$ cat src/rtl/easter_holy_days_calculator_macros.svh
// Assertion macros shared by the Easter holy days calculator RTL.
// No dependencies; the bodies are empty when SYNTHESIS is defined.
`ifndef EASTER_HOLY_DAYS_CALCULATOR_MACROS_SVH
`define EASTER_HOLY_DAYS_CALCULATOR_MACROS_SVH

`ifndef SYNTHESIS

`define EHD_ASSERT_IMPLY(label, clk, rst_n, ante, cons, msg) \
    label: assert property (@(posedge clk) disable iff (!rst_n) (ante) |-> (cons)) \
        else $error(msg);

`define EHD_ASSERT_NEXT(label, clk, rst_n, ante, cons, msg) \
    label: assert property (@(posedge clk) disable iff (!rst_n) (ante) |=> (cons)) \
        else $error(msg);

`else

`define EHD_ASSERT_IMPLY(label, clk, rst_n, ante, cons, msg)

`define EHD_ASSERT_NEXT(label, clk, rst_n, ante, cons, msg)

`endif

`endif

$ cat src/rtl/ehd_pkg.sv
// Shared types, feast codes, calendar tables and the day-number to date conversion.
// No dependencies.
package ehd_pkg;

    localparam int FEAST_COUNT = 5;

    localparam logic [2:0] FEAST_EASTER      = 3'd0;
    localparam logic [2:0] FEAST_CARNIVAL    = 3'd1;
    localparam logic [2:0] FEAST_GOOD_FRIDAY = 3'd2;
    localparam logic [2:0] FEAST_WHITSUNTIDE = 3'd3;
    localparam logic [2:0] FEAST_ASCENSION   = 3'd4;
    localparam logic [2:0] FEAST_LAST        = FEAST_ASCENSION;

    // Offsets from Easter, two's complement in 9 bits.
    localparam logic [8:0] FEAST_OFFSET [FEAST_COUNT] = '{
        9'd0,
        9'd463,
        9'd510,
        9'd49,
        9'd39
    };

    localparam int MONTH_COUNT = 12;

    // Day number of the last day of the previous month, common year.
    localparam logic [8:0] CUM_DAYS [MONTH_COUNT] = '{
        9'd0, 9'd31, 9'd59, 9'd90, 9'd120, 9'd151,
        9'd181, 9'd212, 9'd243, 9'd273, 9'd304, 9'd334
    };

    typedef struct packed {
        logic [7:0] doy;
        logic       leap;
    } ehd_date_t;

    typedef struct packed {
        logic [3:0] month;
        logic [4:0] day;
    } ehd_md_t;

    function automatic ehd_md_t date_of(input logic [8:0] dn, input logic leap);
        ehd_md_t    md;
        logic [8:0] bound;
        logic [8:0] base;
        logic [8:0] rem;
        logic [3:0] mon;
        base = 9'd0;
        mon  = 4'd1;
        for (int m = 1; m < MONTH_COUNT; m++)
        begin
            bound = CUM_DAYS[4'(m)] + ((m >= 2) ? {8'd0, leap} : 9'd0);
            if (dn > bound)
            begin
                mon  = 4'(m + 1);
                base = bound;
            end
        end
        rem      = dn - base;
        md.month = mon;
        md.day   = (rem > 9'd31) ? 5'd31 : rem[4:0];
        return md;
    endfunction

endpackage

$ cat src/rtl/ehd_computus.sv
// Nine-stage pipeline: year to day of year of Easter Sunday plus leap flag.
// Depends on ehd_pkg; constant divisions are reciprocal multiplies.
module ehd_computus
(
    input  logic              clk,
    input  logic              rst_n,
    input  logic              up_valid,
    output logic              up_ready,
    input  logic [13:0]       year,
    output logic              dn_valid,
    input  logic              dn_ready,
    output ehd_pkg::ehd_date_t dn_data
);
    import ehd_pkg::*;

    localparam int STAGES = 9;

    typedef struct packed {
        logic [13:0] y;
        logic [7:0]  q100;
        logic [9:0]  q19;
    } s1_t;

    typedef struct packed {
        logic [4:0] a;
        logic [7:0] b;
        logic [6:0] c;
        logic       leap;
    } s2_t;

    typedef struct packed {
        logic [4:0] a;
        logic [7:0] b;
        logic [5:0] d;
        logic [1:0] e;
        logic [2:0] f;
        logic [4:0] i;
        logic [1:0] k;
        logic       leap;
    } s3_t;

    typedef struct packed {
        logic [4:0] a;
        logic [7:0] b;
        logic [5:0] d;
        logic [1:0] e;
        logic [4:0] i;
        logic [1:0] k;
        logic [5:0] g;
        logic       leap;
    } s4_t;

    typedef struct packed {
        logic [4:0] a;
        logic [1:0] e;
        logic [4:0] i;
        logic [1:0] k;
        logic [9:0] hsum;
        logic       leap;
    } s5_t;

    typedef struct packed {
        logic [4:0] a;
        logic [1:0] e;
        logic [4:0] i;
        logic [1:0] k;
        logic [4:0] h;
        logic       leap;
    } s6_t;

    typedef struct packed {
        logic [4:0] a;
        logic [4:0] h;
        logic [6:0] lsum;
        logic       leap;
    } s7_t;

    typedef struct packed {
        logic [4:0] a;
        logic [4:0] h;
        logic [2:0] l;
        logic       leap;
    } s8_t;

    logic [STAGES-1:0] valid_reg;
    logic [STAGES-1:0] valid_next;
    logic [STAGES-1:0] en;

    s1_t       s1_reg, s1_next;
    s2_t       s2_reg, s2_next;
    s3_t       s3_reg, s3_next;
    s4_t       s4_reg, s4_next;
    s5_t       s5_reg, s5_next;
    s6_t       s6_reg, s6_next;
    s7_t       s7_reg, s7_next;
    s8_t       s8_reg, s8_next;
    ehd_date_t s9_reg, s9_next;

    logic [26:0] prod100;
    logic [29:0] prod19;
    logic [13:0] c_wide;
    logic [13:0] a_wide;
    logic [14:0] fprod;
    logic [7:0]  gx;
    logic [15:0] gprod;
    logic [19:0] hprod;
    logic [9:0]  h_wide;
    logic [14:0] lprod;
    logic [6:0]  l_wide;
    logic [8:0]  msum;
    logic        m;

    always_comb
    begin
        en[STAGES-1] = !valid_reg[STAGES-1] || dn_ready;
        for (int s = STAGES - 2; s >= 0; s--)
        begin
            en[s] = !valid_reg[s] || en[s+1];
        end
        valid_next = valid_reg;
        if (en[0])
        begin
            valid_next[0] = up_valid;
        end
        for (int s = 1; s < STAGES; s++)
        begin
            if (en[s])
            begin
                valid_next[s] = valid_reg[s-1];
            end
        end
    end

    assign up_ready = en[0];
    assign dn_valid = valid_reg[STAGES-1];
    assign dn_data  = s9_reg;

    // stage 1: quotients by 100 and 19
    always_comb
    begin
        prod100      = 27'(year) * 27'd5243;
        prod19       = 30'(year) * 30'd55189;
        s1_next.y    = year;
        s1_next.q100 = prod100[26:19];
        s1_next.q19  = prod19[29:20];
    end

    // stage 2: remainders and leap rule
    always_comb
    begin
        c_wide       = s1_reg.y - 14'(s1_reg.q100) * 14'd100;
        a_wide       = s1_reg.y - 14'(s1_reg.q19) * 14'd19;
        s2_next.a    = a_wide[4:0];
        s2_next.b    = s1_reg.q100;
        s2_next.c    = c_wide[6:0];
        s2_next.leap = (s1_reg.y[1:0] == 2'd0)
                       && !((c_wide[6:0] == 7'd0) && (s1_reg.q100[1:0] != 2'd0));
    end

    // stage 3: d, e, f, i, k
    always_comb
    begin
        fprod        = 15'({1'b0, s2_reg.b} + 9'd8) * 15'd41;
        s3_next.a    = s2_reg.a;
        s3_next.b    = s2_reg.b;
        s3_next.d    = s2_reg.b[7:2];
        s3_next.e    = s2_reg.b[1:0];
        s3_next.f    = fprod[12:10];
        s3_next.i    = s2_reg.c[6:2];
        s3_next.k    = s2_reg.c[1:0];
        s3_next.leap = s2_reg.leap;
    end

    // stage 4: g = (b - f + 1) / 3
    always_comb
    begin
        gx           = s3_reg.b - 8'(s3_reg.f) + 8'd1;
        gprod        = 16'(gx) * 16'd171;
        s4_next.a    = s3_reg.a;
        s4_next.b    = s3_reg.b;
        s4_next.d    = s3_reg.d;
        s4_next.e    = s3_reg.e;
        s4_next.i    = s3_reg.i;
        s4_next.k    = s3_reg.k;
        s4_next.g    = gprod[14:9];
        s4_next.leap = s3_reg.leap;
    end

    // stage 5: sum ahead of mod 30
    always_comb
    begin
        s5_next.a    = s4_reg.a;
        s5_next.e    = s4_reg.e;
        s5_next.i    = s4_reg.i;
        s5_next.k    = s4_reg.k;
        s5_next.hsum = 10'(s4_reg.a) * 10'd19 + 10'(s4_reg.b) - 10'(s4_reg.d)
                       - 10'(s4_reg.g) + 10'd15;
        s5_next.leap = s4_reg.leap;
    end

    // stage 6: h = hsum mod 30
    always_comb
    begin
        hprod        = 20'(s5_reg.hsum) * 20'd547;
        h_wide       = s5_reg.hsum - 10'(hprod[18:14]) * 10'd30;
        s6_next.a    = s5_reg.a;
        s6_next.e    = s5_reg.e;
        s6_next.i    = s5_reg.i;
        s6_next.k    = s5_reg.k;
        s6_next.h    = h_wide[4:0];
        s6_next.leap = s5_reg.leap;
    end

    // stage 7: sum ahead of mod 7
    always_comb
    begin
        s7_next.a    = s6_reg.a;
        s7_next.h    = s6_reg.h;
        s7_next.lsum = 7'd67 + 7'({s6_reg.e, 1'b0}) + 7'({s6_reg.i, 1'b0})
                       - 7'(s6_reg.h) - 7'(s6_reg.k);
        s7_next.leap = s6_reg.leap;
    end

    // stage 8: l = lsum mod 7
    always_comb
    begin
        lprod        = 15'(s7_reg.lsum) * 15'd147;
        l_wide       = s7_reg.lsum - 7'(lprod[14:10]) * 7'd7;
        s8_next.a    = s7_reg.a;
        s8_next.h    = s7_reg.h;
        s8_next.l    = l_wide[2:0];
        s8_next.leap = s7_reg.leap;
    end

    // stage 9: m and day of year; March and April both reduce to v - 33 + leap
    always_comb
    begin
        msum         = 9'(s8_reg.a) + 9'(s8_reg.h) * 9'd11 + 9'(s8_reg.l) * 9'd22;
        m            = (msum >= 9'd451);
        s9_next.doy  = 8'(s8_reg.h) + 8'(s8_reg.l) + 8'd81 + 8'(s8_reg.leap)
                       - (m ? 8'd7 : 8'd0);
        s9_next.leap = s8_reg.leap;
    end

    always_ff @(posedge clk or negedge rst_n)
    begin
        if (!rst_n)
        begin
            valid_reg <= '0;
        end
        else
        begin
            valid_reg <= valid_next;
        end
    end

    always_ff @(posedge clk)
    begin
        if (en[0]) s1_reg <= s1_next;
        if (en[1]) s2_reg <= s2_next;
        if (en[2]) s3_reg <= s3_next;
        if (en[3]) s4_reg <= s4_next;
        if (en[4]) s5_reg <= s5_next;
        if (en[5]) s6_reg <= s6_next;
        if (en[6]) s7_reg <= s7_next;
        if (en[7]) s8_reg <= s8_next;
        if (en[8]) s9_reg <= s9_next;
    end

endmodule

$ cat src/rtl/ehd_serializer.sv
// Expands one Easter day of year into five registered feast dates and takes the next request
// as the last one goes out. Depends on ehd_pkg and the assertion macros.
`include "easter_holy_days_calculator_macros.svh"

module ehd_serializer
(
    input  logic               clk,
    input  logic               rst_n,
    input  logic               up_valid,
    output logic               up_ready,
    input  ehd_pkg::ehd_date_t up_data,
    output logic               feast_valid,
    input  logic               feast_stall,
    output logic [2:0]         feast,
    output logic [3:0]         month_number,
    output logic [4:0]         day_of_month,
    output logic               last_of_run
);
    import ehd_pkg::*;

    logic       busy_reg, busy_next;
    logic [2:0] k_reg, k_next;
    ehd_date_t  date_reg;
    logic       out_valid_reg, out_valid_next;
    logic [2:0] feast_reg;
    logic [3:0] month_reg;
    logic [4:0] day_reg;
    logic       last_reg;

    logic       load;
    logic       emit;
    logic       take;
    logic       at_last;
    logic [8:0] dn;
    ehd_md_t    md;

    assign load    = !out_valid_reg || !feast_stall;
    assign emit    = busy_reg && load;
    assign at_last = (k_reg == FEAST_LAST);
    assign up_ready = !busy_reg || (emit && at_last);
    assign take    = up_valid && up_ready;

    assign dn = {1'b0, date_reg.doy} + FEAST_OFFSET[k_reg];
    assign md = date_of(dn, date_reg.leap);

    always_comb
    begin
        busy_next      = busy_reg;
        k_next         = k_reg;
        out_valid_next = out_valid_reg;
        if (emit)
        begin
            k_next = k_reg + 3'd1;
            if (at_last)
            begin
                busy_next = 1'b0;
            end
        end
        if (take)
        begin
            busy_next = 1'b1;
            k_next    = FEAST_EASTER;
        end
        if (load)
        begin
            out_valid_next = emit;
        end
    end

    always_ff @(posedge clk or negedge rst_n)
    begin
        if (!rst_n)
        begin
            busy_reg      <= 1'b0;
            k_reg         <= FEAST_EASTER;
            out_valid_reg <= 1'b0;
        end
        else
        begin
            busy_reg      <= busy_next;
            k_reg         <= k_next;
            out_valid_reg <= out_valid_next;
        end
    end

    always_ff @(posedge clk)
    begin
        if (take)
        begin
            date_reg <= up_data;
        end
        if (emit)
        begin
            feast_reg <= k_reg;
            month_reg <= md.month;
            day_reg   <= md.day;
            last_reg  <= at_last;
        end
    end

    assign feast_valid  = out_valid_reg;
    assign feast        = feast_reg;
    assign month_number = month_reg;
    assign day_of_month = day_reg;
    assign last_of_run  = last_reg;

    `EHD_ASSERT_IMPLY(a_month_range, clk, rst_n, out_valid_reg,
        (month_reg >= 4'd2) && (month_reg <= 4'd6) && (day_reg != 5'd0),
        "feast date outside February to June")

    `EHD_ASSERT_NEXT(a_feast_advance, clk, rst_n, emit && !at_last,
        busy_reg && (k_reg == $past(k_reg) + 3'd1),
        "feast sequence did not advance")

    `EHD_ASSERT_NEXT(a_take_start, clk, rst_n, take,
        busy_reg && (k_reg == FEAST_EASTER) && (date_reg == $past(up_data)),
        "new request not captured at Easter")

endmodule

$ cat src/rtl/easter_holy_days_calculator.sv
// Path: a taken year passes the computus stages, then the serializer date and output registers.
// Throughput: one year per five feast results, issued one per cycle unless feast_stall holds.
// The 9-stage date pipeline takes a year per cycle until full, holding years while output drains.
// Reset: rst_n asynchronous, active low; clears valid bits and the feast counter.
// Depends on ehd_pkg, ehd_computus and ehd_serializer.
module easter_holy_days_calculator
(
    input  logic        clk,
    input  logic        rst_n,
    input  logic        year_valid,
    output logic        year_stall,
    input  logic [13:0] year,
    output logic        feast_valid,
    input  logic        feast_stall,
    output logic [2:0]  feast,
    output logic [3:0]  month_number,
    output logic [4:0]  day_of_month,
    output logic        last_of_run
);
    import ehd_pkg::*;

    logic      up_ready;
    logic      date_valid;
    logic      date_ready;
    ehd_date_t date;

    assign year_stall = !up_ready;

    ehd_computus u_computus
    (
        .clk      (clk),
        .rst_n    (rst_n),
        .up_valid (year_valid),
        .up_ready (up_ready),
        .year     (year),
        .dn_valid (date_valid),
        .dn_ready (date_ready),
        .dn_data  (date)
    );

    ehd_serializer u_serializer
    (
        .clk          (clk),
        .rst_n        (rst_n),
        .up_valid     (date_valid),
        .up_ready     (date_ready),
        .up_data      (date),
        .feast_valid  (feast_valid),
        .feast_stall  (feast_stall),
        .feast        (feast),
        .month_number (month_number),
        .day_of_month (day_of_month),
        .last_of_run  (last_of_run)
    );

endmodule
$ cat config.mk
export PLATFORM = sky130hd
export DESIGN_NAME = easter_holy_days_calculator
export DESIGN_NICKNAME = d
export VERILOG_FILES = /design/src/rtl/ehd_pkg.sv /design/src/rtl/ehd_computus.sv /design/src/rtl/ehd_serializer.sv /design/src/rtl/easter_holy_days_calculator.sv
export VERILOG_INCLUDE_DIRS = /design/src /design/src/rtl
export SDC_FILE = /design/constraint.sdc
export NUM_CORES = 1
export LEC_CHECK = 0
export BUFFER_PORTS_ARGS = -buffer_cell sky130_fd_sc_hd__buf_4
export CAP_MARGIN = 20
export CORE_AREA = 2 2 208 210
export DETAILED_ROUTE_END_ITERATION = 10
export DIE_AREA = 0 0 210 212
export PLACE_DENSITY = 0.71
export SKIP_LAST_GASP = 1
export SLEW_MARGIN = 30
export SYNTH_ARGS = -nofsm -noshare
export SYNTH_HDL_FRONTEND = slang
export SYNTH_SLANG_ARGS = --single-unit
export TNS_END_PERCENT = 5
$ cat constraint.sdc
create_clock -name clk -period 6.8 [get_ports clk]
set_input_delay 0.34 -clock clk [delete_from_list [all_inputs] [get_ports clk]]
set_output_delay 0.34 -clock clk [all_outputs]
set_load 0.01 [all_outputs]
# --- After elaboration in Yosys (flattened, before gate mapping) ---
# Memories as Yosys holds them, arrays and structs flattened.
# Index checks and enable logic that the tools add are counted.
word_totals:
  romBits: 72
  word_cells: 176
  mem_count: 1
  out_inout_bits: 15
  ff_bits: 235
op_classes:
  reduce_logical: 36
  n_eq_ne: 1
  addsub: 30
  multipliers: 13
  muxes: 21
  order_cmp: 10
  bitwise_logic: 1
mem_list:
  columns: ["name", "words", "word_bits", "rd", "rd_clocked_by_memory_dff", "write_ports", "line_no", "text"]
  rows:
  - ["(no name shown)", 8, 9, 1, 0, 0, "ehd_serializer.sv:43", "assign dn = {1'b0, date_reg.doy} + FEAST_OFFSET[k_reg];"]
ops:
  columns: ["op", "count"]
  rows:
  - ["two-way mux 9 bit", 8]
  - ["> comparator 9 bit", 6]
  - ["multiplier 14 x 16 -> 30 bit, second input constant", 1]
  - ["adder 8 x 1 -> 9 bit, first input constant", 3]
  - ["multiplier 14 x 13 -> 27 bit, second input constant", 1]
  - ["two-way mux 4 bit", 5]
  - ["subtractor 10 x 6 -> 10 bit", 2]
  - ["multiplier 10 x 10 -> 19 bit, second input constant", 1]
  - ["> comparator 9 x 5 -> 1 bit, second input constant", 2]
  - ["adder 7 x 1 -> 8 bit, first input constant", 2]
  - ["multiplier 15 x 6 -> 13 bit, second input constant", 1]
  - ["multiplier 7 x 8 -> 15 bit, second input constant", 1]
  - ["multiplier 8 x 8 -> 15 bit, second input constant", 1]
  - ["zero test 1 bit", 14]
  - ["logical OR 1 bit", 11]
  - ["adder 10 x 4 -> 10 bit, second input constant", 1]
  - ["adder 10 x 8 -> 10 bit", 1]
  - ["multiplier 10 x 5 -> 5 bit, second input constant", 1]
  - ["multiplier 5 x 5 -> 10 bit, second input constant", 1]
  - ["subtractor 5 bit", 2]
  - ["adder 5 x 9 -> 9 bit", 1]
  - ["adder 8 x 4 -> 9 bit, second input constant", 1]
  - ["adder 8 x 9 -> 9 bit", 1]
  - ["adder 9 x 8 -> 9 bit", 1]
  - ["other kinds (33)", 43]

# --- Depth between registers and ports, before layout ---
depth:
  ltp_word: 15
  ltp_mapped: 28
  depth_no_buf: 28

# --- Modules after synthesis ---
# From an unflattened synthesis, not the netlist that was laid out.
unflattened:
  hier_cells: 1820
  hier_area_um2: 21249.1
by_module_without_submodules:
  columns: ["mod", "cells_per_inst", "area_each_um2", "n_inst"]
  rows:
  - ["ehd_computus", 1578, 18849.3, 1]
  - ["ehd_serializer", 241, 2396.0, 1]
  - ["easter_holy_days_calculator", 1, 3.8, 1]

# --- Worst setup path before layout ---
# Ideal clock, no wire load.
synth_path:
  path_type: "register -> register"
  start: "register u_computus.s8_reg[2] (netlist bit)"
  end: "register u_computus.s9_reg (netlist bit u_computus.dn_data[6]) (data pin)"
  path_stages_with_launch: 29
  setup_ps: 261
  t_arrival_ps: 5537
  slack_ps: 1002
  path_buffers: 0
  path_cell_list: "edfxtp_1 ha_1 ha_1 inv_1 fa_1 inv_1 fa_1 inv_1 fa_1 fa_1 inv_1 ha_1 a21oi_1 nor2_1 nor2_1 o21bai_1 a21oi_1 xnor2_1 nand4_1 inv_1 fa_1 inv_1 ha_1 inv_1 fa_1 nor2b_1 o21ai_0 nand2b_1 xor2_1"
synth_rtl:
  columns: ["item", "line_no", "text"]
  rows:
  - ["from (decl)", "ehd_computus.sv:96", "s8_t s8_reg, s8_next;"]
  - ["from (signal assigned)", "ehd_computus.sv:266", "if (en[7]) s8_reg <= s8_next;"]
  - ["to (signal assigned)", "ehd_computus.sv:267", "if (en[8]) s9_reg <= s9_next;"]
  - ["to (decl)", "ehd_computus.sv:97", "ehd_date_t s9_reg, s9_next;"]

# --- Worst setup path after layout ---
layout_path:
  start: "register u_serializer.k_reg[1]"
  end: "register u_serializer.day_reg[1], in the netlist u_serializer.day_of_month[1] (data pin)"
layout_between:
  elab_chain_len: 15
  word_cells_on_any_way: 21
  classes_between: "2 x add/sub; 8 x order compare; 9 x mux; 1 x bitwise; 1 x memory"
layout_rtl:
  columns: ["item", "line_no", "text"]
  rows:
  - ["from (decl)", "ehd_serializer.sv:22", "logic [2:0] k_reg, k_next;"]
  - ["from (signal assigned)", "ehd_serializer.sv:81", "k_reg <= k_next;"]
  - ["inverter 3 -> 4 bit (not written as such) *", "ehd_serializer.sv:43", null]
  - ["memory read (8 x 9 bit) *", null, null]
  - ["two-way mux 9 bit (not written as such) * (2 in series)", "ehd_serializer.sv:43", null]
  - ["adder 8 x 9 -> 9 bit *", "ehd_serializer.sv:43", null]
  - ["> comparator 9 x 5 -> 1 bit", "ehd_pkg.sv:52", "if (dn > bound)"]
  - ["two-way mux 5 bit", "ehd_pkg.sv:52", null]
  - ["two-way mux 9 bit (6 in series)", "ehd_pkg.sv:52", null]
  - ["subtractor 9 bit *", "ehd_pkg.sv:58", "rem = dn - base;"]
  - ["> comparator 9 x 5 -> 1 bit", "ehd_pkg.sv:60", "md.day = (rem > 9'd31) ? 5'd31 : rem[4:0];"]
  - ["to (signal assigned)", "ehd_serializer.sv:96", "day_reg <= md.day;"]
  - ["to (decl)", "ehd_serializer.sv:27", "logic [4:0] day_reg;"]
# Every way passes the cells marked *; elsewhere a longest branch is shown, timed or not. The select of a mux whose other input is x is not followed.
# A chain may end at the register's enable or synchronous reset.

==> impl_metrics.ini <==
[synthesis]
synth_area_per_cell_um2 = 11.7
synth.top_cells.by_area = edfxtp_1 29%, ha_1 26%, fa_1 20%
synthMuxAreaShare = 0.00358
syn_nets = 2457
synth-simple-area-share = 0.0478
synth_most_common_cell = ha_1
yosys.cell_types.count = 65
syn_inst = 1792
ys.warnings.count = 0
synth_top_family_by_area = adder cells
ys_ff_latch = 214
yosysTopAreaCell = edfxtp_1
synth_ff_type = edfxtp_1
synth_xor_area_frac = 0.0456
synth_area_um2 = 21000
async_flop_share = 0.0654
ys_top_cells_by_count = 441 x ha_1, 440 x inv_1, 206 x fa_1, 200 x edfxtp_1, 82 x xnor2_1
synth_edf_count = 200
synth-compound-area-share = 0.0597
yosys.area_share.adder = 0.461
yosysTopAreaCellShare = 0.287
ys_seq_area_frac = 0.303

[final_layout]
nets = 2516
largest_register_ffs = 27
drive_above_1_share = 0.0573
area_growth_syn_to_layout_pct = 8.11
insertedDiodeCount = 0

[clock_network]
cts_root_buf = clkbuf_16
clk_pin_slew_ns = 0.06
clock_latency_ns = 0.52
cts.htree.levels = 1
cts_buffer_depth = 3
clock_sinks = 214
cts_setup_buffers = 0
cts_tree = built
cts_made_buffers = 23

[floorplan]
core_region_area_um2 = 42500
die_area_um2 = 44500
die_w_um = 210
die_h_um = 212
initial_core_util = 0.493
rows = 76
pin_count = 33

[drt]
num_vias = 12400
postRouteAntennaNets = 0
drt-initial-drc-count = 487
post_drt_wl_per_cell_um = 15.1
drc = 0
via_per_inst = 5.14
wl_um = 36500
drt_pass1_iterations = 5

[setup_path]
cp-startpoint = u_serializer.k_reg[1]$_DFFE_PN0P_
regToRegSetupSlack_ns = 0.54
critPathLaunchType = flip-flop
criticalPathCategory = flip-flop to flip-flop
crit_required_ns = 7.04
rr_worst_depth = 24
critPathMaxFanout = 7
r2r_end = u_serializer.day_of_month[1]$_SDFFCE_PN1P_
endpoint = u_serializer.day_of_month[1]$_SDFFCE_PN1P_
reg2reg_from = u_serializer.k_reg[1]$_DFFE_PN0P_
cp-end-kind = flip-flop
arrival_ns = 6.50

[status]
outcome = finished, final reports clean

[hold_path]
min_path_type = primary input to flip-flop
hp-start = feast_stall

[sta]
maxSlewViolCount = 0
finalSetupViolCount = 0
min_period_ns = 6.26
rsz0062_at_grt = no
finalHoldViolations = 0
finalCritPeriodShare = 0.921
finalSetupTns_ns = 0
maxSlewHeadroom = 0.406
tightest_slew_ns = 0.889
skew_ns = 0.0250
fmax_mhz = 160

[global_routing]
grt_antenna_before_repair = 0
gr-usage-all-layers = 0.176
grt_pass1_wl_um = 64000
grt_overflow_total = 0
grt_start_max_net_pins = 29
grt_pass1_vias = 13500

[place]
gp_congestion = 0.873
hpwl_um = 31000
io_buffers = 32

[run]
max_cap_violations = 0
critical path, cell delays in order (launching register included):
cell	delay, ns
dfrtp_1	0.41
inv_1	0.09
ha_1	0.32
or2_2	0.33
fa_1	0.46
a21o_1	0.22
maj3_2	0.35
and3b_1	0.19
nor2_1	0.21
nand2_2	0.12
or3_1	0.39
or4_1	0.42
a21oi_1	0.21
o21a_1	0.18
o221ai_1	0.11
ha_1	0.29
nor2b_1	0.12
o21ai_0	0.13
nand2b_1	0.11
a21o_1	0.20
a21oi_2	0.29
o41ai_1	0.11
a211o_1	0.33
nor4_4	0.25
nand4_1	0.15
repair_timing:
item	4_1_cts	5_1_grt
gates resized for setup	0	2
endpoints found under the hold margin	14	0
endpoints found under the setup margin	0	5
hold buffers	1	0
stage by stage:
| step | hold WS (ns) | std cells | utilization | cell area (µm²) | worst slack [ns] |
|---|---|---|---|---|---|
| after global placement | 0.205 | 2371 | 0.515 | 21900 | 0.708 |
| after global routing | 0.0994 | 2414 | 0.533 | 22700 | 0.0855 |
| final | 0.0891 | 2414 | 0.533 | 22700 | 0.539 |
| after CTS | 0.0675 | 2414 | 0.532 | 22600 | 0.490 |
| after floorplan | 0.0444 | 1792 | - | 21000 | 1.00 |
| after detailed placement | 0.214 | 2371 | 0.515 | 21900 | 0.519 |
layout by cell type, fill, tap and decap left out, drive strengths merged, types with 6 or more instances in the layout:
cell type / n
nor3: 15
nand4: 10
o21ai: 23
o211ai: 6
dfrtp: 14
xor2: 27
ha: 441
a21oi: 61
edfxtp: 200
nor2: 46
or2: 12
fa: 206
nor4: 6
o21a: 20
xnor2: 82
clkinv: 12
and3: 10
nand2: 26
nand2b: 17
nand3: 8
clkbuf: 26
inv: 442
nor2b: 15
o21bai: 12
a211oi: 6
a21o: 22
buf: 35
how the worst min path moves through the flow:
stage,to,slack [ns],depth (start not counted)
2_1_floorplan,u_computus.valid_reg[0]$_DFFE_PN0N_,0.04,0
4_1_cts,u_serializer.feast_valid$_DFFE_PN0P_,0.07,3
3_3_place_gp,u_serializer.feast_valid$_DFFE_PN0P_,0.21,1
3_5_place_dp,u_serializer.busy_reg$_DFFE_PN0P_,0.21,1
6_report,u_serializer.feast_valid$_DFFE_PN0P_,0.09,3
5_1_grt,u_computus.valid_reg[0]$_DFFE_PN0N_,0.1,2
per-layer routing:
layer | wire (µm) | vias to the layer above | share of wire | GRT usage
met4 | 785 | 0 | 0.022 | 0.0445
met2 | 18600 | 158 | 0.51 | 0.322
met5 | 0 | - | 0 | 0
met3 | 991 | 47 | 0.027 | 0.0165
li1 | - | 6085 | - | -
met1 | 16100 | 6114 | 0.44 | 0.226
layout make-up:
cell class	instances	area [µm²]
inverter	440	1650
tap	546	683
timing repair buffer	36	273
clock inverter	16	126
clock buffer	26	607
sequential	214	6360
fill	3541	19900
multi-input combinational	1136	13000
kinds of logic (layout without fill, tap and decap cells):
| group | Yosys count | after routing |
|---|---|---|
| flip-flops | 214 | 214 |
| multiplexers | 6 | 6 |
| AO/OA/AOI/OAI | 186 | 186 |
| XOR/XNOR | 109 | 109 |
| buffers and inverters | 442 | 518 |
| adder cells (fa/ha/maj) | 648 | 648 |
| AND/OR/NAND/NOR | 187 | 187 |
Power is not shown: default switching activity piles up to over one toggle a cycle in this logic, so the estimate is an artifact.
